--- src/hw/rtl/bmr_pkg.sv ---
`default_nettype none

package bmr_pkg;

    localparam int SLOT_COUNT_DEF = 8;
    localparam int SLOT_BYTES_DEF = 62;

    localparam int SLOT_W_MAX = 8;
    localparam int LEN_W_MAX  = 7;

    localparam int CMD_Q_DEPTH = 4;
    localparam int CMD_Q_AW    = $clog2(CMD_Q_DEPTH);

    localparam logic [5:0] CAP_UNLIMITED = 6'd63;

    localparam logic REQ_PUT = 1'b0;
    localparam logic REQ_GET = 1'b1;

    typedef enum logic [2:0] {
        ST_OK      = 3'd0,
        ST_FULL    = 3'd1,
        ST_EMPTY   = 3'd2,
        ST_TOO_BIG = 3'd3,
        ST_TRUNC   = 3'd4
    } status_t;

    // A single result, or a stored message to be streamed out of a slot.
    typedef struct packed {
        logic                  is_stream;
        status_t               status;
        logic [SLOT_W_MAX-1:0] slot;
        logic [LEN_W_MAX-1:0]  len;
    } cmd_t;

endpackage

`default_nettype wire

--- src/hw/rtl/bmr_ram.sv ---
`default_nettype none

module bmr_ram #(
    parameter int W = 8,
    parameter int D = 16,
    localparam int AW = (D > 1) ? $clog2(D) : 1
) (
    input  wire logic          clk,
    input  wire logic          we,
    input  wire logic [AW-1:0] waddr,
    input  wire logic [W-1:0]  wdata,
    input  wire logic          re,
    input  wire logic [AW-1:0] raddr,
    output logic      [W-1:0]  rdata
);

    logic [W-1:0] mem_reg [D];
    logic [W-1:0] rdata_reg;

    always_ff @(posedge clk)
    begin
        if (we)
        begin
            mem_reg[waddr] <= wdata;
        end
        if (re)
        begin
            rdata_reg <= mem_reg[raddr];
        end
    end

    assign rdata = rdata_reg;

endmodule

`default_nettype wire

--- src/hw/rtl/bmr_front.sv ---
`default_nettype none

module bmr_front #(
    parameter int SLOT_COUNT = bmr_pkg::SLOT_COUNT_DEF,
    parameter int SLOT_BYTES = bmr_pkg::SLOT_BYTES_DEF,
    localparam int SLOT_W = $clog2(SLOT_COUNT),
    localparam int OFF_W  = (SLOT_BYTES > 1) ? $clog2(SLOT_BYTES) : 1
) (
    input  wire logic                    clk,
    input  wire logic                    rst_n,
    input  wire logic                    s_axis_tvalid,
    output logic                         s_axis_tready,
    input  wire logic [15:0]             s_axis_tdata,
    input  wire logic                    s_axis_tlast,
    input  wire logic                    s_axis_tuser,
    output logic                         cmd_push,
    output bmr_pkg::cmd_t                cmd,
    input  wire logic                    cmd_full,
    input  wire logic                    stream_done,
    output logic                         byte_we,
    output logic [SLOT_W+OFF_W-1:0]      byte_waddr,
    output logic [7:0]                   byte_wdata
);

    localparam int FILL_W = $clog2(SLOT_BYTES + 1);
    localparam int CNT_W  = $clog2(SLOT_COUNT + 1);
    localparam int PEND_W = $clog2(bmr_pkg::CMD_Q_DEPTH + 2);

    typedef enum logic [1:0] {
        S_ACCEPT = 2'b01,
        S_LEN_RD = 2'b10
    } state_t;

    state_t            state_reg, state_next;
    logic [SLOT_W-1:0] write_slot_reg, write_slot_next;
    logic [SLOT_W-1:0] read_slot_reg, read_slot_next;
    logic [CNT_W-1:0]  count_reg, count_next;
    logic [FILL_W-1:0] fill_reg, fill_next;
    logic              drop_reg, drop_next;
    logic              ovf_reg, ovf_next;
    logic [5:0]        cap_reg, cap_next;
    logic [PEND_W-1:0] pend_reg, pend_next;

    logic              accept;
    logic              starting;
    logic              drop_v;
    logic              ovf_v;
    logic [FILL_W-1:0] fill_v;
    logic              pend_inc;
    logic              too_big;
    logic              len_we;
    logic [FILL_W-1:0] len_rdata;
    logic [SLOT_W-1:0] write_slot_adv;
    logic [SLOT_W-1:0] read_slot_adv;

    assign s_axis_tready = (state_reg == S_ACCEPT) && !cmd_full && (pend_reg == '0);
    assign accept        = s_axis_tvalid && s_axis_tready;
    assign byte_wdata    = s_axis_tdata[7:0];
    assign byte_waddr    = {write_slot_reg, fill_reg[OFF_W-1:0]};

    assign write_slot_adv = (write_slot_reg == SLOT_W'(SLOT_COUNT - 1)) ? '0
                                                                        : write_slot_reg + 1'b1;
    assign read_slot_adv  = (read_slot_reg == SLOT_W'(SLOT_COUNT - 1)) ? '0
                                                                       : read_slot_reg + 1'b1;

    assign starting = (fill_reg == '0) && !drop_reg && !ovf_reg;
    assign too_big  = (cap_reg != bmr_pkg::CAP_UNLIMITED)
                      && (7'(len_rdata) > {1'b0, cap_reg});

    bmr_ram #(
        .W(FILL_W),
        .D(SLOT_COUNT)
    ) u_len_ram (
        .clk  (clk),
        .we   (len_we),
        .waddr(write_slot_reg),
        .wdata(fill_v),
        .re   (1'b1),
        .raddr(read_slot_reg),
        .rdata(len_rdata)
    );

    always_comb
    begin
        state_next      = state_reg;
        write_slot_next = write_slot_reg;
        read_slot_next  = read_slot_reg;
        count_next      = count_reg;
        fill_next       = fill_reg;
        drop_next       = drop_reg;
        ovf_next        = ovf_reg;
        cap_next        = cap_reg;
        cmd_push        = 1'b0;
        cmd             = '0;
        byte_we         = 1'b0;
        len_we          = 1'b0;
        pend_inc        = 1'b0;
        drop_v          = drop_reg || (starting && (count_reg == CNT_W'(SLOT_COUNT)));
        ovf_v           = ovf_reg;
        fill_v          = fill_reg;

        if (!drop_v)
        begin
            if (fill_reg < FILL_W'(SLOT_BYTES))
            begin
                fill_v = fill_reg + 1'b1;
            end
            else
            begin
                ovf_v = 1'b1;
            end
        end

        case (state_reg)
            S_ACCEPT:
            begin
                if (accept && (s_axis_tuser == bmr_pkg::REQ_PUT))
                begin
                    byte_we = !drop_v && (fill_reg < FILL_W'(SLOT_BYTES));
                    if (s_axis_tlast)
                    begin
                        cmd_push = 1'b1;
                        if (drop_v)
                        begin
                            cmd.status = bmr_pkg::ST_FULL;
                        end
                        else
                        begin
                            cmd.status      = ovf_v ? bmr_pkg::ST_TRUNC : bmr_pkg::ST_OK;
                            cmd.len         = 7'(fill_v);
                            len_we          = 1'b1;
                            write_slot_next = write_slot_adv;
                            count_next      = count_reg + 1'b1;
                        end
                        fill_next = '0;
                        drop_next = 1'b0;
                        ovf_next  = 1'b0;
                    end
                    else
                    begin
                        fill_next = fill_v;
                        drop_next = drop_v;
                        ovf_next  = ovf_v;
                    end
                end
                else if (accept)
                begin
                    if (count_reg == '0)
                    begin
                        cmd_push   = 1'b1;
                        cmd.status = bmr_pkg::ST_EMPTY;
                    end
                    else
                    begin
                        cap_next   = s_axis_tdata[13:8];
                        state_next = S_LEN_RD;
                    end
                end
            end
            S_LEN_RD:
            begin
                cmd_push   = 1'b1;
                state_next = S_ACCEPT;
                if (too_big)
                begin
                    cmd.status = bmr_pkg::ST_TOO_BIG;
                end
                else
                begin
                    read_slot_next = read_slot_adv;
                    count_next     = count_reg - 1'b1;
                    cmd.status     = bmr_pkg::ST_OK;
                    if (len_rdata != '0)
                    begin
                        cmd.is_stream = 1'b1;
                        cmd.slot      = bmr_pkg::SLOT_W_MAX'(read_slot_reg);
                        cmd.len       = 7'(len_rdata);
                        pend_inc      = 1'b1;
                    end
                end
            end
            default:
            begin
                state_next = S_ACCEPT;
            end
        endcase

        pend_next = pend_reg + PEND_W'(pend_inc) - PEND_W'(stream_done);
    end

    always_ff @(posedge clk or negedge rst_n)
    begin
        if (!rst_n)
        begin
            state_reg      <= S_ACCEPT;
            write_slot_reg <= '0;
            read_slot_reg  <= '0;
            count_reg      <= '0;
            fill_reg       <= '0;
            drop_reg       <= 1'b0;
            ovf_reg        <= 1'b0;
            pend_reg       <= '0;
        end
        else
        begin
            state_reg      <= state_next;
            write_slot_reg <= write_slot_next;
            read_slot_reg  <= read_slot_next;
            count_reg      <= count_next;
            fill_reg       <= fill_next;
            drop_reg       <= drop_next;
            ovf_reg        <= ovf_next;
            pend_reg       <= pend_next;
        end
    end

    always_ff @(posedge clk)
    begin
        cap_reg <= cap_next;
    end

    a_count_bound: assert property (@(posedge clk) disable iff (!rst_n)
        count_reg <= CNT_W'(SLOT_COUNT))
        else $error("stored message count exceeds the slot count");

    a_len_rd_room: assert property (@(posedge clk) disable iff (!rst_n)
        (state_reg == S_LEN_RD) |-> !cmd_full)
        else $error("command queue full while a get is being resolved");

    a_no_put_during_stream: assert property (@(posedge clk) disable iff (!rst_n)
        accept |-> (pend_reg == '0))
        else $error("transaction accepted while a slot is still being read out");

endmodule

`default_nettype wire

--- config.mk ---
export PLATFORM = sky130hd
export DESIGN_NAME = bmr_front
export DESIGN_NICKNAME = d
export VERILOG_FILES = /design/src/hw/rtl/bmr_pkg.sv /design/src/hw/rtl/bmr_ram.sv /design/src/hw/rtl/bmr_front.sv
export SDC_FILE = /design/constraint.sdc
export NUM_CORES = 1
export LEC_CHECK = 0
export BUFFER_PORTS_ARGS = -buffer_cell sky130_fd_sc_hd__buf_2
export CELL_PAD_IN_SITES_DETAIL_PLACEMENT = 1
export CELL_PAD_IN_SITES_GLOBAL_PLACEMENT = 1
export CORE_UTILIZATION = 49
export DETAILED_ROUTE_END_ITERATION = 6
export PLACE_DENSITY_LB_ADDON = 0.25
export SETUP_SLACK_MARGIN = 0.2
export SYNTH_ARGS = -nofsm -noshare
export SYNTH_HDL_FRONTEND = slang
export SYNTH_SLANG_ARGS = --single-unit
--- constraint.sdc ---
create_clock -name clk -period 6.65 [get_ports clk]
set_input_delay 0.665 -clock clk [delete_from_list [all_inputs] [get_ports clk]]
set_output_delay 0.665 -clock clk [all_outputs]
set_load 0.005 [all_outputs]
==> reports/qor.yml, run 1 <==
detailed_routing:
  drc: 0
  drtPass1Iterations: 4
  vias: 2532
  drtIter0Drc: 127
  drt-total-wl_mm: 9.00
  vias_per_cell: 5.82
  wl_per_cell_um: 20.7
  ant_nets: 0
min_path:
  hold_path_class: "in -> async"
die:
  rows: 32
  core_sq_mm: 0.00789
  floorplan.initialDensity_pct: 51.9
  fp.dieH_um: 93.4
  io_pins: 62
  die_x_um: 93.4
  dieArea_sq_mm: 0.00872
timing:
  worst_clock_skew_ns: 0.0152
  finalCriticalPeriod_ns: 3.86
  rsz0062_at_grt: "no"
  finalSetupViolations: 0
  period_share_pct: 58.0
  slew_headroom_pct: 12.2
  slew_viol_final: 0
  hold_ws_ns: 0.289
  worst_slew_pin_slew_ns: 1.31
  fin_tns_setup_ns: 0
  clock.fmax_ghz: 0.259
  final.setup.worst_slack_ns: 2.79
  finalHoldViolCount: 0
pwr:
  p_leak_nw: 1.84
  powerDensity_mw_per_mm2: 299
  irDropWorstVdd_uv: 136
  finalPower_mw: 1.33
cells_and_area:
  layout-drive-gt1-share_pct: 26.1
  largest_reg_flops: 48
  finalNetCount: 371
  design_area_sq_mm: 0.00447
  fill_cells: 804
  layout.cells.non_filler: 435
  antenna_cells: 0
  utilization_pct: 56.7
  area_growth_syn_to_layout_pct: 9.17
clock_network:
  cts_resized: 0
  cts.path.max_buffers: 2
  clk_pin_slew_ns: 0.10
  clock_latency_ns: 0.35
  htree_num_levels: 3
  cts_tree: "built"
  cts_root_buf: "clkbuf_8"
  cts_inserted_buffers: 9
  cts.sinks: 83
  postCtsHoldBufs: 0
  cts_setup_buffers: 0
synth:
  synth_top_family_by_area: "multiplexers"
  yosys.area.top_type: "edfxtp_1"
  synth.distinct_cells: 54
  synth.most_common_cell: "edfxtp_1"
  synth_xor_area_share_pct: 2.14
  postSynthCellCount: 299
  yosys.area_share.adder_pct: 6.48
  async_flop_share_pct: 27.7
  netlist_top_cells_area: "edfxtp_1 (40%), dfrtp_1 (13%), mux4_2 (6.6%)"
  yosys.area_share.simple_pct: 9.87
  ys_warn_count: 0
  synth_compound_area_share_pct: 8.50
  ys_ff_latch: 83
  yosys-top-cells-count: "edfxtp_1 (54), dfrtp_1 (22), inv_1 (19), ha_1 (18), buf_4 (16)"
  synth-edff-count: 54
  synthMuxAreaShare_pct: 10.6
  synth_top_area_share_pct: 39.6
  syn_avg_cell_area_sq_um: 13.7
  ys_seq_area_share_pct: 56.6
  synth_flop_cell: "edfxtp_1"
  synth_area_sq_mm: 0.00409
setup_path:
  cp.arrival_ns: 3.20
  cp-end-kind: "primary output"
  cp.required_ns: 5.98
  crit_type: "reg -> out"
  crit_path_start: "fill_reg[0]$_DFFE_PN0P_"
  r2r_cells: 6
  cp_max_fo: 17
  crit_end: "cmd[0]"
  rrSetupSlack_ns: 3.14
  r2r_end: "u_len_ram.mem_reg[5][0]$_DFFE_PP_"
  start_kind: "flop"
  r2r-start: "state_reg[0]$_DFFE_PN1P_"
placed_design:
  gp_congestion: 0.770
  dp_slack_ns: 3.17
  hpwl_mm: 6.42
  io_buffers: 37
  dp.cells: 419
  dpl_cell_area_sq_mm: 0.00427
flow_run:
  cap_viol_max_count: 0
global_routing:
  antenna_found_initial: 0
  grt_first_pass_wirelength_mm: 14.2
  overflow: 0
  grt_pass1_vias: 2648
  track_usage_pct: 22.4
  grt_max_degree: 24
outcome:
  status: "finished, final reports clean"
## how the worst min path moves through the flow
stage | from | end | slack, ns | cells past startpoint
global route | rst_n | state_reg[1]$_DFFE_PN0P_ | 0.33 | 1
detailed placement | count_reg[3]$_DFFE_PN0P_ | count_reg[3]$_DFFE_PN0P_ | 0.50 | 1
floorplan | rst_n | count_reg[0]$_DFFE_PN0P_ | 0.37 | 0
CTS | rst_n | state_reg[1]$_DFFE_PN0P_ | 0.31 | 1
finish | rst_n | state_reg[1]$_DFFE_PN0P_ | 0.29 | 1
global placement | count_reg[3]$_DFFE_PN0P_ | count_reg[3]$_DFFE_PN0P_ | 0.49 | 1
## critical path, stage by stage, from the launching register on
cell	delay, ns
dfrtp_1	0.53
inv_1	0.08
ha_1	0.19
nor4bb_2	0.20
a31oi_4	0.53
nand2_1	0.27
xnor2_1	0.64
a22o_1	0.27
buf_2	0.12
## power breakdown
part / switching [mW] / internal (mW)
Sequential: 0.0757 / 0.606
Combinational: 0.138 / 0.136
Clock: 0.198 / 0.180
Total: 0.412 / 0.922
## cell usage in the layout, fill, tap and decap left out, types with 4 or more instances in the layout
| cell type | instances |
|---|---|
| conb_1 | 6 |
| xor2_1 | 5 |
| nor2_1 | 13 |
| nor3_1 | 8 |
| a21oi_1 | 13 |
| clkbuf_8 | 9 |
| dfrtp_1 | 22 |
| nand3_1 | 8 |
| buf_2 | 37 |
| a21o_1 | 4 |
| inv_1 | 19 |
| xnor2_1 | 5 |
| and2_1 | 6 |
| dfxtp_1 | 6 |
| mux4_2 | 12 |
| nand2_1 | 10 |
| edfxtp_1 | 54 |
| nor3b_1 | 4 |
| ha_1 | 18 |
| a22o_1 | 5 |
| mux2_2 | 11 |
| o21ai_0 | 7 |
## routing by layer
metal / vias up / part of all wire (%) / track usage (%)
li1: 1155 / - / -
met1: 1306 / 45 / 30.7
met2: 59 / 50 / 36.7
met3: 12 / 3.9 / 4.55
met4: 0 / 1.0 / 5.77
met5: - / 0 / 0
## cells by family (layout without fill, tap and decap cells)
group	Yosys count	after routing
flip-flops	83	83
AND/OR/NAND/NOR	68	68
AO/OA/AOI/OAI	47	47
buffers and inverters	43	72
multiplexers	27	27
adder cells (fa/ha/maj)	20	20
XOR/XNOR	10	10
other	1	6
## area by class of cell
| cell class | instances | area, sq um | share of cell area (%) |
|---|---|---|---|
| Sequential cell | 83 | 2320 | 51.9 |
| Multi-Input combinational cell | 178 | 1560 | 35.0 |
| Timing Repair Buffer | 37 | 185 | 4.14 |
| Tap cell | 102 | 128 | 2.86 |
| Clock buffer | 9 | 124 | 2.77 |
| Clock inverter | 7 | 80.1 | 1.79 |
| Inverter | 19 | 71.3 | 1.60 |
No activity file was read; power rests on OpenSTA's default activity.
==> run 2, diff against run 1 <==
--- a/config.mk
+++ b/config.mk
@@ -5,10 +5,11 @@
 export SDC_FILE = /design/constraint.sdc
 export NUM_CORES = 1
 export LEC_CHECK = 0
+export ABC_AREA = 1
 export BUFFER_PORTS_ARGS = -buffer_cell sky130_fd_sc_hd__buf_2
 export CELL_PAD_IN_SITES_DETAIL_PLACEMENT = 1
 export CELL_PAD_IN_SITES_GLOBAL_PLACEMENT = 1
-export CORE_UTILIZATION = 49
+export CORE_UTILIZATION = 39
 export DETAILED_ROUTE_END_ITERATION = 6
 export PLACE_DENSITY_LB_ADDON = 0.25
 export SETUP_SLACK_MARGIN = 0.2
==> constraint.sdc (replaced) <==
create_clock -name clk -period 3.1 [get_ports clk]
set_input_delay 0.31 -clock clk [delete_from_list [all_inputs] [get_ports clk]]
set_output_delay 0.31 -clock clk [all_outputs]
set_load 0.005 [all_outputs]
==> reports/qor.yml, run 2 <==
synth:
  yosys-top-cells-count: "nand2_1 (101), edfxtp_1 (54), inv_1 (50), nor2_1 (47), o21ai_0 (33)"
  ys_seq_area_share_pct: 56.0  # -0.63 points
  synth_flop_cell: "edfxtp_1"
  synth-edff-count: 54  # unchanged
  yosys.area.top_type: "edfxtp_1"
  netlist_top_cells_area: "edfxtp_1 (39%), dfrtp_1 (13%), nand2_1 (9.2%)"
  synth.most_common_cell: "nand2_1"
  synth_area_sq_mm: 0.00414  # +1.1%
  synth.distinct_cells: 36  # -33%
  postSynthCellCount: 432  # +44%
  ys_warn_count: 0  # unchanged
  ys_ff_latch: 83  # unchanged
  async_flop_share_pct: 27.7  # unchanged
  synth_top_area_share_pct: 39.2  # -0.44 points
  syn_avg_cell_area_sq_um: 9.58  # -30%
setup_path:
  start_kind: "flop"
  cp_max_fo: 10  # -7
  r2r-start: "cap_reg[5]$_DFFE_PP_"
  worst_path_largest_cell_delay_ns: 0.54  # -0.10 ns
  crit_path_start: "state_reg[0]$_DFFE_PN1P_"
  cp_num_cells: 10  # +2
  path_cells: "ha_2 -> nand2_1 -> nor2_2 -> nand4_4 -> nor2_8 -> nand3_2 -> inv_2 -> nand2_1 -> nand2_1 -> buf_2"
  cpMaxStageDelayCell: "dfstp_2"
  cp.arrival_ns: 2.37  # -0.83 ns
  path_buf_inv: 2  # unchanged
  critPathTopFamily: "simple AND/OR/NAND/NOR gates"
  r2r_cells: 16  # +10
  cp-end-kind: "primary output"
  rrSetupSlack_ns: 0.47  # -2.67 ns
  crit_path_frequent_cell: "nand2_1"
  r2r_end: "pend_reg[2]$_DFF_PN0_"
  crit_type: "reg -> out"
  cp.required_ns: 2.79  # -3.19 ns
clock_network:
  clk_pin_slew_ns: 0.09  # about the same
  cts.sinks: 83  # unchanged
  cts_root_buf: "clkbuf_8"
  cts_inserted_buffers: 9  # unchanged
  cts_tree: "built"
  clock_latency_ns: 0.37  # +0.02 ns
  htree_num_levels: 3  # unchanged
  cts.path.max_buffers: 2  # unchanged
pwr:
  swShare_pct: 34.9  # +4.0 points
  irDropWorstVdd_uv: 299  # +120%
  switching_power_mw: 1.01  # +140%
  p_int_mw: 1.88  # +100%
  seqPwrFrac_pct: 50.7  # -0.4 points
  pwr-share-clk_pct: 24.8  # -3.5 points
  p_comb_share_pct: 24.5  # +3.9 points
  powerDensity_mw_per_mm2: 619  # +110%
  p_leak_nw: 2.14  # +16%
detailed_routing:
  drt-total-wl_mm: 10.1  # +12%
  vias_per_cell: 4.97  # -15%
  vias: 3070  # +21%
  wl_per_cell_um: 16.4  # -21%
  drtIter0Drc: 109  # -14%
  drtPass1Iterations: 4  # unchanged
  ant_nets: 0  # unchanged
  drc: 0  # unchanged
cells_and_area:
  layout_common_cells: "nand2_1 (99), edfxtp_1 (54), inv_1 (49)"
  layout-drive-gt1-share_pct: 17.0  # -9.1 points
  finalNetCount: 520  # +40%
  utilization_pct: 45.2  # -12 points
  largest_reg_flops: 48  # unchanged
  area_growth_syn_to_layout_pct: 12.6
  layout.cells.non_filler: 618  # +42%
  antenna_cells: 0  # unchanged
  layout_commonest_cell: "nand2_1"
placed_design:
  gp_congestion: 0.756  # -1.8%
  io_buffers: 37  # unchanged
  hpwl_mm: 7.37  # +15%
  dp.cells: 600  # +43%
global_routing:
  antenna_found_initial: 0  # unchanged
  overflow: 0  # unchanged
  grt_first_pass_wirelength_mm: 16.3  # +15%
  track_usage_pct: 19.7  # -2.7 points
  grt_pass1_vias: 3187  # +20%
  grt_max_degree: 27  # +13%
timing:
  fin_tns_setup_ns: 0  # unchanged
  finalCriticalPeriod_ns: 2.68
  slew_viol_final: 0  # unchanged
  rsz0062_at_grt: "no"
  slew_headroom_pct: 47.9  # +36 points
  hold_ws_ns: 0.117  # -0.173 ns
  period_share_pct: 86.4
  worst_clock_skew_ns: 0.0142  # -0.00106 ns
  finalSetupViolations: 0  # unchanged
  worst_slew_pin_slew_ns: 0.780  # -0.534 ns
  finalHoldViolCount: 0  # unchanged
  clock.fmax_ghz: 0.373
die:
  core_sq_mm: 0.0103  # +31%
  io_pins: 62  # unchanged
  rows: 37  # +16%
  floorplan.initialDensity_pct: 40.1  # -12 points
  die_x_um: 105  # +12%
  fp.dieH_um: 105  # +12%
  dieArea_sq_mm: 0.0110  # +26%
min_path:
  whs_endpoint: "cap_reg[3]$_DFFE_PP_"
  hold_path_class: "in -> reg"
  whs_path_depth: 1
  hold_start: "s_axis_tdata[11]"
flow_run:
  cap_viol_max_count: 0  # unchanged
outcome:
  status: "finished, final reports clean"
run 2: cell count changes after synthesis, moves of 7 or more:
cell	change
mux4_2	-12
nor2_1	+34
inv_1	+31
o21ai_0	+26
mux2_2	-11
o22ai_1	+13
a21oi_1	-7
nand2_1	+91
run 2: worst reg2reg max path: cells and delay by family, from the launching register on:
kind	cells	cell delay (ns)
buffers and inverters	4	0.25
xor gates and xnor gates	1	0.17
adders and majority gates	4	1.15
DFF	1	0.36
and+or+nand+nor	7	0.60
run 2: repair_timing:
item | 4_1_cts | 5_1_grt
buffers inserted | 0 | 1
hold buffers | 1 | 0
hold endpoints to repair | 22 | 0
setup endpoints to repair | 0 | 3
gates resized for setup | 0 | 5
run 2: logic make-up after synthesis:
| kind of cell | Yosys count | share of synthesized area [%] |
|---|---|---|
| AOI/OAI and AO/OA | 60 | 8.10 |
| xor gates and xnor gates | 7 | 1.48 |
| adders and majority gates | 20 | 6.41 |
| buffers and inverters | 73 | 8.16 |
| DFF | 83 | 56.0 |
| other | 1 | 0.0906 |
| and+or+nand+nor | 188 | 19.8 |
run 2: how the worst max path moves through the flow:
stage          slack [ns]                     to
4_1_cts              0.28  pend_reg[2]$_DFF_PN0_
3_5_place_dp         0.30  pend_reg[2]$_DFF_PN0_
2_1_floorplan        0.63  pend_reg[2]$_DFF_PN0_
3_3_place_gp         0.37  pend_reg[2]$_DFF_PN0_
5_1_grt              0.22  pend_reg[2]$_DFF_PN0_
6_report             0.42                 cmd[3]
run 2: cell type report:
cell class                 count  area [sq um]
tap                          136           170
clock buffer                   9           124
multi-input combinational    281          1510
fill                        1189          5660
inverter                      51           191
timing repair buffer          51           293
sequential                    83          2320
clock inverter                 7          52.6
run 2: metrics by stage:
step	power [mW]	setup WS, ns	cell area [sq um]
finish	2.89	0.420	4660
CTS	2.91	0.276	4640
floorplan	1.96	0.631	4160
global placement	2.16	0.375	4460
detailed placement	2.20	0.297	4460
global route	3.07	0.217	4660
run 2: per-layer routing:
metal	global-route usage, %	vias to the layer above	routed length (um)
met5	0	-	0
li1	-	1510	-
met3	3.56	16	263
met2	32.6	47	4920
met1	25.6	1497	4740
met4	7.95	0	184
run 2: power by group through the flow:
| stage | registers [mW] | logic [mW] | clock network, mW |
|---|---|---|---|
| 3_3_place_gp | 1.48 | 0.673 | 0 |
| 2_1_floorplan | 1.46 | 0.495 | 0 |
| 3_5_place_dp | 1.49 | 0.712 | 0 |
| 4_1_cts | 1.46 | 0.717 | 0.726 |
| 6_report | 1.46 | 0.708 | 0.715 |
| 5_1_grt | 1.48 | 0.821 | 0.765 |
